$ cat src/design/wtsp_pkg.sv
package wtsp_pkg;

    localparam int DATA_W  = 32;
    localparam int SIZE_W  = 15;
    localparam int DIV_N_W = 64;
    localparam int ACC_W   = 64;

    localparam logic [1:0] CFG_WIDTH  = 2'd0;
    localparam logic [1:0] CFG_HEIGHT = 2'd1;

    localparam logic KIND_LOAD    = 1'b0;
    localparam logic KIND_PROJECT = 1'b1;
    localparam logic MAT_VIEW     = 1'b0;
    localparam logic MAT_PROJ     = 1'b1;

    typedef struct packed {
        logic               kind;
        logic               which_matrix;
        logic [1:0]         entry_row;
        logic [1:0]         entry_col;
        logic signed [31:0] entry_value;
        logic signed [31:0] point_x;
        logic signed [31:0] point_y;
        logic signed [31:0] point_z;
    } in_t;

    typedef struct packed {
        logic signed [31:0] pix_x;
        logic signed [31:0] pix_y;
        logic               w_was_zero;
    } out_t;

    typedef struct packed {
        logic clr;
        logic mul_en;
    } lane_ctrl_t;

    typedef enum logic [2:0] {
        S_IDLE,
        S_VIEW,
        S_PROJ,
        S_WCHK,
        S_DIV,
        S_SCALE,
        S_FIN
    } state_t;

    function automatic logic signed [31:0] sat32(input logic signed [63:0] v);
        if (v > 64'sd2147483647) begin
            return 32'sh7fffffff;
        end else if (v < -64'sd2147483648) begin
            return 32'sh80000000;
        end
        return v[31:0];
    endfunction

endpackage

$ cat src/design/wtsp_lane.sv
module wtsp_lane #(
    parameter int FRAC_BITS = 16
) (
    input  logic                    aclk,
    input  logic                    aresetn,
    input  wtsp_pkg::lane_ctrl_t    ctrl,
    input  logic signed [31:0]      m,
    input  logic signed [31:0]      v,
    output logic signed [31:0]      result
);

    logic signed [63:0] prod_reg;
    logic               prod_vld_reg;
    logic signed [63:0] acc_reg, acc_next;

    always_comb begin
        acc_next = acc_reg;
        if (ctrl.clr) begin
            acc_next = '0;
        end else if (prod_vld_reg) begin
            acc_next = acc_reg + (prod_reg >>> FRAC_BITS);
        end
    end

    always_ff @(posedge aclk) begin
        if (!aresetn) begin
            prod_vld_reg <= 1'b0;
            acc_reg      <= '0;
        end else begin
            prod_vld_reg <= ctrl.mul_en;
            acc_reg      <= acc_next;
        end
        prod_reg <= m * v;
    end

    assign result = wtsp_pkg::sat32(acc_reg);

endmodule

$ cat config.mk
export PLATFORM = sky130hd
export DESIGN_NAME = wtsp_lane
export DESIGN_NICKNAME = d
export VERILOG_FILES = /design/src/design/wtsp_pkg.sv /design/src/design/wtsp_lane.sv
export SDC_FILE = /design/constraint.sdc
export NUM_CORES = 2
export LEC_CHECK = 0
export ABC_AREA = 1
export CAP_MARGIN = 0
export CORE_MARGIN = 2
export CORE_UTILIZATION = 55
export DETAILED_ROUTE_END_ITERATION = 16
export DONT_BUFFER_PORTS = 1
export PLACE_DENSITY = 0.8
export SYNTH_ARGS = -nofsm -noshare
export SYNTH_HDL_FRONTEND = slang
export SYNTH_SLANG_ARGS = --single-unit
$ cat constraint.sdc
create_clock -name aclk -period 17 [get_ports aclk]
set_input_delay 5.1 -clock aclk [delete_from_list [all_inputs] [get_ports aclk]]
set_output_delay 5.1 -clock aclk [all_outputs]
set_load 0.05 [all_outputs]
==> impl_metrics.toml <==
[outcome]
status = "complete, no violations"

[drt]
drc = 0
wl_um = 134500
wire_per_inst_um = 18.60
ant_nets = 0
vias = 38690
first_pass_iters = 6
drt_iter0_markers = 3374
viasPerCell = 5.349

[clock_tree]
cts-root-buf = "clkbuf_16"
post_cts_resized = 0
clock_latency_ns = 0.47
cts_tree = "yes"
postCtsSetupBuffers = 0
clock-sinks = 113
clk_pin_slew_ns = 0.06
cts_buffers = 17
hold_buffers = 0
cts.path.max_buffers = 2
h-tree-depth = 4

[synthesis]
synth-main-ff-cell = "dfxtp_1"
ys_top_cells_by_count = "inv_1 (1830), nand2_1 (1704), fa_1 (1082)"
netlist_instances = 6280
netlist-cell-type-count = 45
yosysWarnings = 0
post_synth_main_area_contributors = "fa_1 (46%), inv_1 (15%), nand2_1 (14%), ha_1 (6.5%), dfxtp_1 (4.8%)"
syn_nets = 7673
synth_largest_area_cell = "fa_1"
syn_avg_cell_area_um2 = 7.436
synth-seq-cells = 113
synth_edf_count = 0
async_flop_share_pct = 0
yosys.area.top_type_share_pct = 46.38
ys_seq_area_share_pct = 4.844
synth.most_common_cell = "inv_1"
syn_area_um2 = 46700

[grt]
globalRouteTotalUtil_pct = 32.45
grt_max_degree = 67
antenna_found_initial = 3
overflow = 0
grt_pass1_vias = 41480
grt_pass1_wl_um = 219800

[timing]
skew_ns = 0.02397
layout_setup_ws_ns = 4.987
rsz0062_at_grt = "false"
hold_viol = 0
tightest_slew_ns = 1.169
setup_viol = 0
slew-limit-headroom_pct = 21.88
min_period_over_period_pct = 70.67
tns_ns = 0
finalMaxSlewViolations = 0
max_freq_ghz = 0.08324
period_needed_ns = 12.01

[place]
port_buffers = 0
globalplace.congestion = 1.062
dp_hpwl_um = 113400
dp_slack_ns = 4.522
placedCellCount = 7201

[hold_path]
hold_start = "acc_reg[0]$_SDFFE_PP0P_"
whs_endpoint = "acc_reg[0]$_SDFFE_PP0P_"
hold-path-cell-count = 2
hold_class = "flop to flop"

[final_layout]
multi_input_area_um2 = 36710
largest_reg_flops = 64
fillers = 7692
fin_util_pct = 57.13
stdcell_count = 7233
insertedDiodeCount = 0
area.sequential_um2 = 2266
area_delta_synth_final_pct = 2.545
drive_gt1_share_pct = 1.656
final_nets = 7479

[critical_path]
cp_slowest_stage_delay_ns = 0.93
worstPathArrival_ns = 12.36
startpoint_type = "input port"
worstPathRequired_ns = 17.35
r2r_slack_ns = 14.00
reg2reg_from = "prod_reg[63]$_DFF_P_"
crit_type = "input port to flop"
cp_common_cell = "fa_1"
crit_fanout = 32
cp_slowest_cell = "fa_1"
worst-r2r-cell-count = 12
r2r-end = "acc_reg[50]$_SDFFE_PP0P_"
endpoint_kind = "flop"

[die]
die_width_um = 295.4
dieHeight_um = 295.4
ios = 100
fp.coreArea_um2 = 83820
dieArea_um2 = 87260
initial_utilization_pct = 55.71
rows = 106

[run]
cap_violations = 0
[per-stage QoR]
step / instance area [um2] / hold slack, ns
floorplan: 46700 / 0.4577
global placement: 47340 / 0.4711
detailed placement: 47340 / 0.4868
CTS: 47890 / 0.4952
global route: 47890 / 0.5274
finish: 47890 / 0.4925
[layout make-up]
cell class                      instances  share of cell area [%]
Multi-Input combinational cell       4109                   76.66
Timing Repair Buffer                    6                 0.09406
Inverter                             1839                   14.41
Clock inverter                         14                  0.2247
Sequential cell                       113                   4.732
Tap cell                             1134                   2.963
Clock buffer                           18                  0.9171
[kinds of logic after synthesis]
| family | count (synthesis) | share of synthesized area (%) |
|---|---|---|
| fa+ha+maj | 1325 | 52.89 |
| buf+inv | 2058 | 16.57 |
| flops | 113 | 4.844 |
| xor+xnor | 72 | 1.350 |
| compound gates | 366 | 4.364 |
| simple gates | 2346 | 19.98 |
[critical path, delay by kind of cell]
kind | cells | cell delay [ns]
AOI/OAI and AO/OA | 4 | 0.95
adders and majority gates | 9 | 4.93
buffers and inverters | 7 | 0.93
and+or+nand+nor | 6 | 0.44
[cells in the final DEF (no fill, tap or decap), types with 12 or more instances in the layout]
cell       Yosys  final
nor2_1       368    368
nand4_1       36     36
nor3_1        22     22
nor2_2        16     16
a21o_1        12     12
ha_1         243    243
nand2_1     1704   1704
o21ai_0      112    112
nand3_1      138    138
dfxtp_1      113    112
clkbuf_16      0     17
xor2_1        57     57
o21bai_1      31     31
nor4_1        16     16
xnor2_1       15     15
nand2_2       15     15
a21oi_1      173    173
inv_1       1830   1830
fa_1        1082   1082
[worst max-delay path by stage]
stage                     start  cells past startpoint  slack [ns]              endpoint
after global routing      m[31]                     24        4.49  prod_reg[61]$_DFF_P_
after CTS                 m[31]                     24        4.99  prod_reg[61]$_DFF_P_
after floorplan           m[31]                     29        5.14  prod_reg[63]$_DFF_P_
after global placement    m[31]                     24        4.61  prod_reg[61]$_DFF_P_
final                      v[5]                     26        4.99  prod_reg[61]$_DFF_P_
after detailed placement  m[31]                     26        4.52  prod_reg[61]$_DFF_P_
[layer usage]
| layer | track usage [%] | vias to the layer above | wire [um] |
|---|---|---|---|
| li1 | - | 17400 | - |
| met1 | 43.25 | 19010 | 54260 |
| met4 | 11.01 | 8 | 4869 |
| met5 | 0.7206 | - | 114 |
| met3 | 5.683 | 352 | 12360 |
| met2 | 53.69 | 1909 | 62950 |
Power is not shown: default switching activity piles up to over one toggle a cycle in this logic, so the estimate is an artifact.
