$ cat src/design/wtsp_pkg.sv
package wtsp_pkg;

    localparam int DATA_W  = 32;
    localparam int SIZE_W  = 15;
    localparam int DIV_N_W = 64;
    localparam int ACC_W   = 64;

    localparam logic [1:0] CFG_WIDTH  = 2'd0;
    localparam logic [1:0] CFG_HEIGHT = 2'd1;

    localparam logic KIND_LOAD    = 1'b0;
    localparam logic KIND_PROJECT = 1'b1;
    localparam logic MAT_VIEW     = 1'b0;
    localparam logic MAT_PROJ     = 1'b1;

    typedef struct packed {
        logic               kind;
        logic               which_matrix;
        logic [1:0]         entry_row;
        logic [1:0]         entry_col;
        logic signed [31:0] entry_value;
        logic signed [31:0] point_x;
        logic signed [31:0] point_y;
        logic signed [31:0] point_z;
    } in_t;

    typedef struct packed {
        logic signed [31:0] pix_x;
        logic signed [31:0] pix_y;
        logic               w_was_zero;
    } out_t;

    typedef struct packed {
        logic clr;
        logic mul_en;
    } lane_ctrl_t;

    typedef enum logic [2:0] {
        S_IDLE,
        S_VIEW,
        S_PROJ,
        S_WCHK,
        S_DIV,
        S_SCALE,
        S_FIN
    } state_t;

    function automatic logic signed [31:0] sat32(input logic signed [63:0] v);
        if (v > 64'sd2147483647) begin
            return 32'sh7fffffff;
        end else if (v < -64'sd2147483648) begin
            return 32'sh80000000;
        end
        return v[31:0];
    endfunction

endpackage

$ cat src/design/wtsp_div.sv
module wtsp_div (
    input  logic               aclk,
    input  logic               aresetn,
    input  logic               start,
    input  logic signed [63:0] dividend,
    input  logic signed [31:0] divisor,
    output logic               done,
    output logic signed [31:0] quotient
);

    localparam int CNT_W = $clog2(wtsp_pkg::DIV_N_W);

    logic [63:0]      q_reg;
    logic [32:0]      rem_reg;
    logic [31:0]      d_reg;
    logic             neg_reg;
    logic             busy_reg;
    logic             done_reg;
    logic [CNT_W-1:0] cnt_reg;

    logic [32:0] rem_sh;
    logic        fits;
    logic [63:0] n_mag;
    logic [31:0] d_mag;

    always_comb begin
        n_mag  = dividend[63] ? 64'(-dividend) : 64'(dividend);
        d_mag  = divisor[31] ? 32'(-divisor) : 32'(divisor);
        rem_sh = {rem_reg[31:0], q_reg[63]};
        fits   = rem_sh >= {1'b0, d_reg};
    end

    always_ff @(posedge aclk) begin
        if (!aresetn) begin
            busy_reg <= 1'b0;
            done_reg <= 1'b0;
            cnt_reg  <= '0;
        end else begin
            done_reg <= 1'b0;
            if (start) begin
                busy_reg <= 1'b1;
                cnt_reg  <= '0;
            end else if (busy_reg) begin
                cnt_reg <= cnt_reg + 1'b1;
                if (cnt_reg == CNT_W'(wtsp_pkg::DIV_N_W - 1)) begin
                    busy_reg <= 1'b0;
                    done_reg <= 1'b1;
                end
            end
        end
        if (start) begin
            q_reg   <= n_mag;
            rem_reg <= '0;
            d_reg   <= d_mag;
            neg_reg <= dividend[63] ^ divisor[31];
        end else if (busy_reg) begin
            q_reg   <= {q_reg[62:0], fits};
            rem_reg <= fits ? rem_sh - {1'b0, d_reg} : rem_sh;
        end
    end

    always_comb begin
        if (!neg_reg) begin
            quotient = (q_reg > 64'h7fffffff) ? 32'sh7fffffff : q_reg[31:0];
        end else begin
            quotient = (q_reg >= 64'h80000000) ? 32'sh80000000 : 32'(-q_reg[31:0]);
        end
    end

    assign done = done_reg;

endmodule

$ cat config.mk
export PLATFORM = sky130hd
export DESIGN_NAME = wtsp_div
export DESIGN_NICKNAME = d
export VERILOG_FILES = /design/src/design/wtsp_pkg.sv /design/src/design/wtsp_div.sv
export SDC_FILE = /design/constraint.sdc
export NUM_CORES = 1
export LEC_CHECK = 0
export BUFFER_PORTS_ARGS = -buffer_cell sky130_fd_sc_hd__buf_2
export CORE_MARGIN = 4
export CORE_UTILIZATION = 54
export DETAILED_ROUTE_END_ITERATION = 8
export PLACE_DENSITY = 0.71
export SETUP_SLACK_MARGIN = 0.2
export SLEW_MARGIN = 25
export SYNTH_ARGS = -nofsm -noshare
export SYNTH_HDL_FRONTEND = slang
export SYNTH_SLANG_ARGS = --single-unit
$ cat constraint.sdc
create_clock -name aclk -period 4.85 [get_ports aclk]
set_input_delay 0.7275 -clock aclk [delete_from_list [all_inputs] [get_ports aclk]]
set_output_delay 0.7275 -clock aclk [all_outputs]
set_load 0.02 [all_outputs]
==> results.cfg <==
[outcome]
status = complete, no violations

[sta]
fin_crit_ns = 4.37
fmaxAchievable_mhz = 229
drv_slew = 0
slew_headroom_pct = 35.2
grt_setup_unrepaired = no
worst_pin_slew_ns = 0.972
finalHoldViolCount = 0
tns_ns = 0
fin_skew_ns = 0.0129
fin_crit_sh_pct = 90.1
setup_viol = 0

[global_route]
grt_first_pass_wirelength_um = 44300
antenna_found_initial = 0
first_global_vias = 9036
grt.overflow.total = 0
grt.total_usage_pct = 24.7
grt_max_degree = 98

[clock_tree]
cts-root-buf = clkbuf_16
clk_pin_slew_worst_paths_ns = 0.07
postCtsSetupBuffers = 0
clock-sinks = 137
clock_latency_ns = 0.43
hold_buffers = 0
cts_buffer_depth = 2
htreeDepth = 4
cts_made_buffers = 17
cts_tree = yes

[die]
design.core.area_um2 = 18800
initial_utilization_pct = 55.0
io_pins = 132
die_area_um2 = 21400
die_h_um = 146
die_x_um = 146
rows = 50

[critical_path]
critPathKind = flip-flop to output pin
r2r_setup_slack_ns = 1.27
cp_top_family = simple AND/OR/NAND/NOR gates
worstPathRequired_ns = 4.12
reg2regPathDepth = 10
path_max_fanout = 6
r2r-start = d_reg[6]
cp.arrival_ns = 3.64
crit_buf_inv = 1
timing.rr.end = rem_reg[16]
cpMostUsedCell = nand2_1
cpPeakStageDelay_ns = 0.64
cp-end-kind = output pin
worstSetupStartpointType = flip-flop
slowest_stage = or4_1
worstSetupPathDepth = 9
crit_path_cell_trace = or4_1 -> nor4_2 -> nand2_1 -> nor4b_1 -> nand4_1 -> o41ai_1 -> nand2_1 -> o311ai_0 -> buf_2

[min_path]
hold_path_depth = 2
hp-class = flip-flop to flip-flop
hp-start = rem_reg[31]
min_to = rem_reg[31]

[synth]
yosys-top-cells-area = edfxtp_1, dfxtp_1, xor2_1, nor2_1, nand2_1
synth_edf_count = 97
ys_seq_elements = 137
async_reset_ff_share_pct = 0
avgSynthCellArea_um2 = 8.36
syn_area_um2 = 10300
synth_top_area_share_pct = 28.2
synth_top_flop_cell = edfxtp_1
yosys_warnings = 0
seq_area_frac_synth_pct = 36.0
synthCells = 1235
synth_top_cell_by_area = edfxtp_1
synth_nets = 1371
yosysUniqueCellTypes = 62

[final_layout]
drive_gt1_share_pct = 14.7
final_cell_mix = nor2_1, nand2_1, buf_2, a21oi_1, edfxtp_1
nFillCells = 1685
syn2layout_area_growth_pct = 13.2
largest_reg_flops = 64
layout_commonest_cell = nor2_1
antenna_cells = 0
final_nets = 1463
design_area_um2 = 11700

[power]
internal-power_mw = 2.41
seqPwrFrac_pct = 41.4
comb_power_share_pct = 22.6
cellLeakagePower_nw = 4.51
p_sw_share_pct = 32.1
powerDensity_nw_per_um2 = 303
p_switching_mw = 1.14
irDropWorstVdd_uv = 269
p_clk_share_pct = 36.0
fin_total_pwr_mw = 3.54

[detailed_routing]
drt_first_pass_iters = 6
viasPerCell = 6.10
vias = 9602
drt-initial-drc-count = 693
drc = 0
antenna_left = 0
finalWirelength_um = 26800
wl_per_cell_um = 17.0

[job]
cap_violations = 0

[placed_design]
place.gp.congestion = 0.942
dpl_cell_area_um2 = 11100
numPortBuffers = 131
hpwl_um = 19700
power by group through the flow:
stage               combinational (mW)  clock (mW)  sequential, mW
floorplan                        0.560           0            1.46
global placement                 0.785           0            1.49
detailed placement               0.790           0            1.49
CTS                              0.796        1.29            1.47
global route                     0.893        1.35            1.48
finish                           0.800        1.28            1.47
per-stage QoR:
stage / hold WS (ns) / utilization, % / setup slack [ns] / std cells
6_report: 0.479 / 62.2 / 0.479 / 1574
5_1_grt: 0.497 / 62.2 / 0.233 / 1574
4_1_cts: 0.479 / 62.1 / 0.410 / 1574
3_5_place_dp: 0.465 / 59.1 / 0.842 / 1542
3_3_place_gp: 0.443 / 59.1 / 0.882 / 1542
2_1_floorplan: 0.426 / - / 1.15 / 1235
layout make-up:
type                            count  area (um2)  share of cell area, %
Clock inverter                     14         138                   1.18
Sequential cell                   137        3710                   31.8
Timing Repair Buffer              141         739                   6.33
Clock buffer                       18         429                   3.67
Tap cell                          234         293                   2.51
Multi-Input combinational cell    974        6150                   52.7
Inverter                           56         211                   1.81
routing by layer:
layer / track usage, % / up-vias / share of wire (%)
li1: - / 4780 / -
met1: 33.6 / 4472 / 46
met2: 40.5 / 306 / 46
met3: 4.38 / 44 / 5.8
met4: 6.96 / 0 / 2.1
met5: 0 / - / 0
Yosys cell counts, drive strengths merged, types with 13 or more instances:
library cell	number
nand3	24
o21ai	89
nor4	18
xnor2	43
xor2	74
clkbuf	59
o41ai	22
nand2b	14
a311oi	20
inv	56
nor2	137
nor3	26
dfxtp	40
nand4	15
a21o	13
or4	29
or3	27
o31ai	27
edfxtp	97
nand2	135
o311ai	27
a21oi	98
ha	36
kinds of logic (layout without fill, tap and decap cells):
group / count (synthesis) / count (layout) / synth area share, %
xor gates and xnor gates: 117 / 117 / 9.93
DFF: 137 / 137 / 36.0
muxes: 14 / 14 / 1.41
adders and majority gates: 37 / 37 / 4.56
and+or+nand+nor: 457 / 457 / 21.4
AOI/OAI and AO/OA: 349 / 349 / 22.2
buffers and inverters: 124 / 229 / 4.51
worst max-delay path by stage:
stage	from	end	slack (ns)
floorplan	dividend[12]	q_reg[58]	1.15
global placement	dividend[12]	q_reg[58]	0.88
detailed placement	dividend[12]	q_reg[58]	0.84
CTS	q_reg[1]	quotient[26]	0.41
global route	q_reg[6]	quotient[29]	0.23
finish	q_reg[7]	quotient[29]	0.48
worst min-delay path, cell delays in order, from the launching register on:
cell and delay [ns]:
dfxtp_1 0.34, nand2_1 0.05, o21ai_0 0.06
what timing repair did:
action                                 in CTS  in global routing
gates resized for setup                     0                  2
setup endpoints to repair                   0                  2
endpoints found under the hold margin       0                  0
Note: power is estimated with default switching activity, not from simulation.
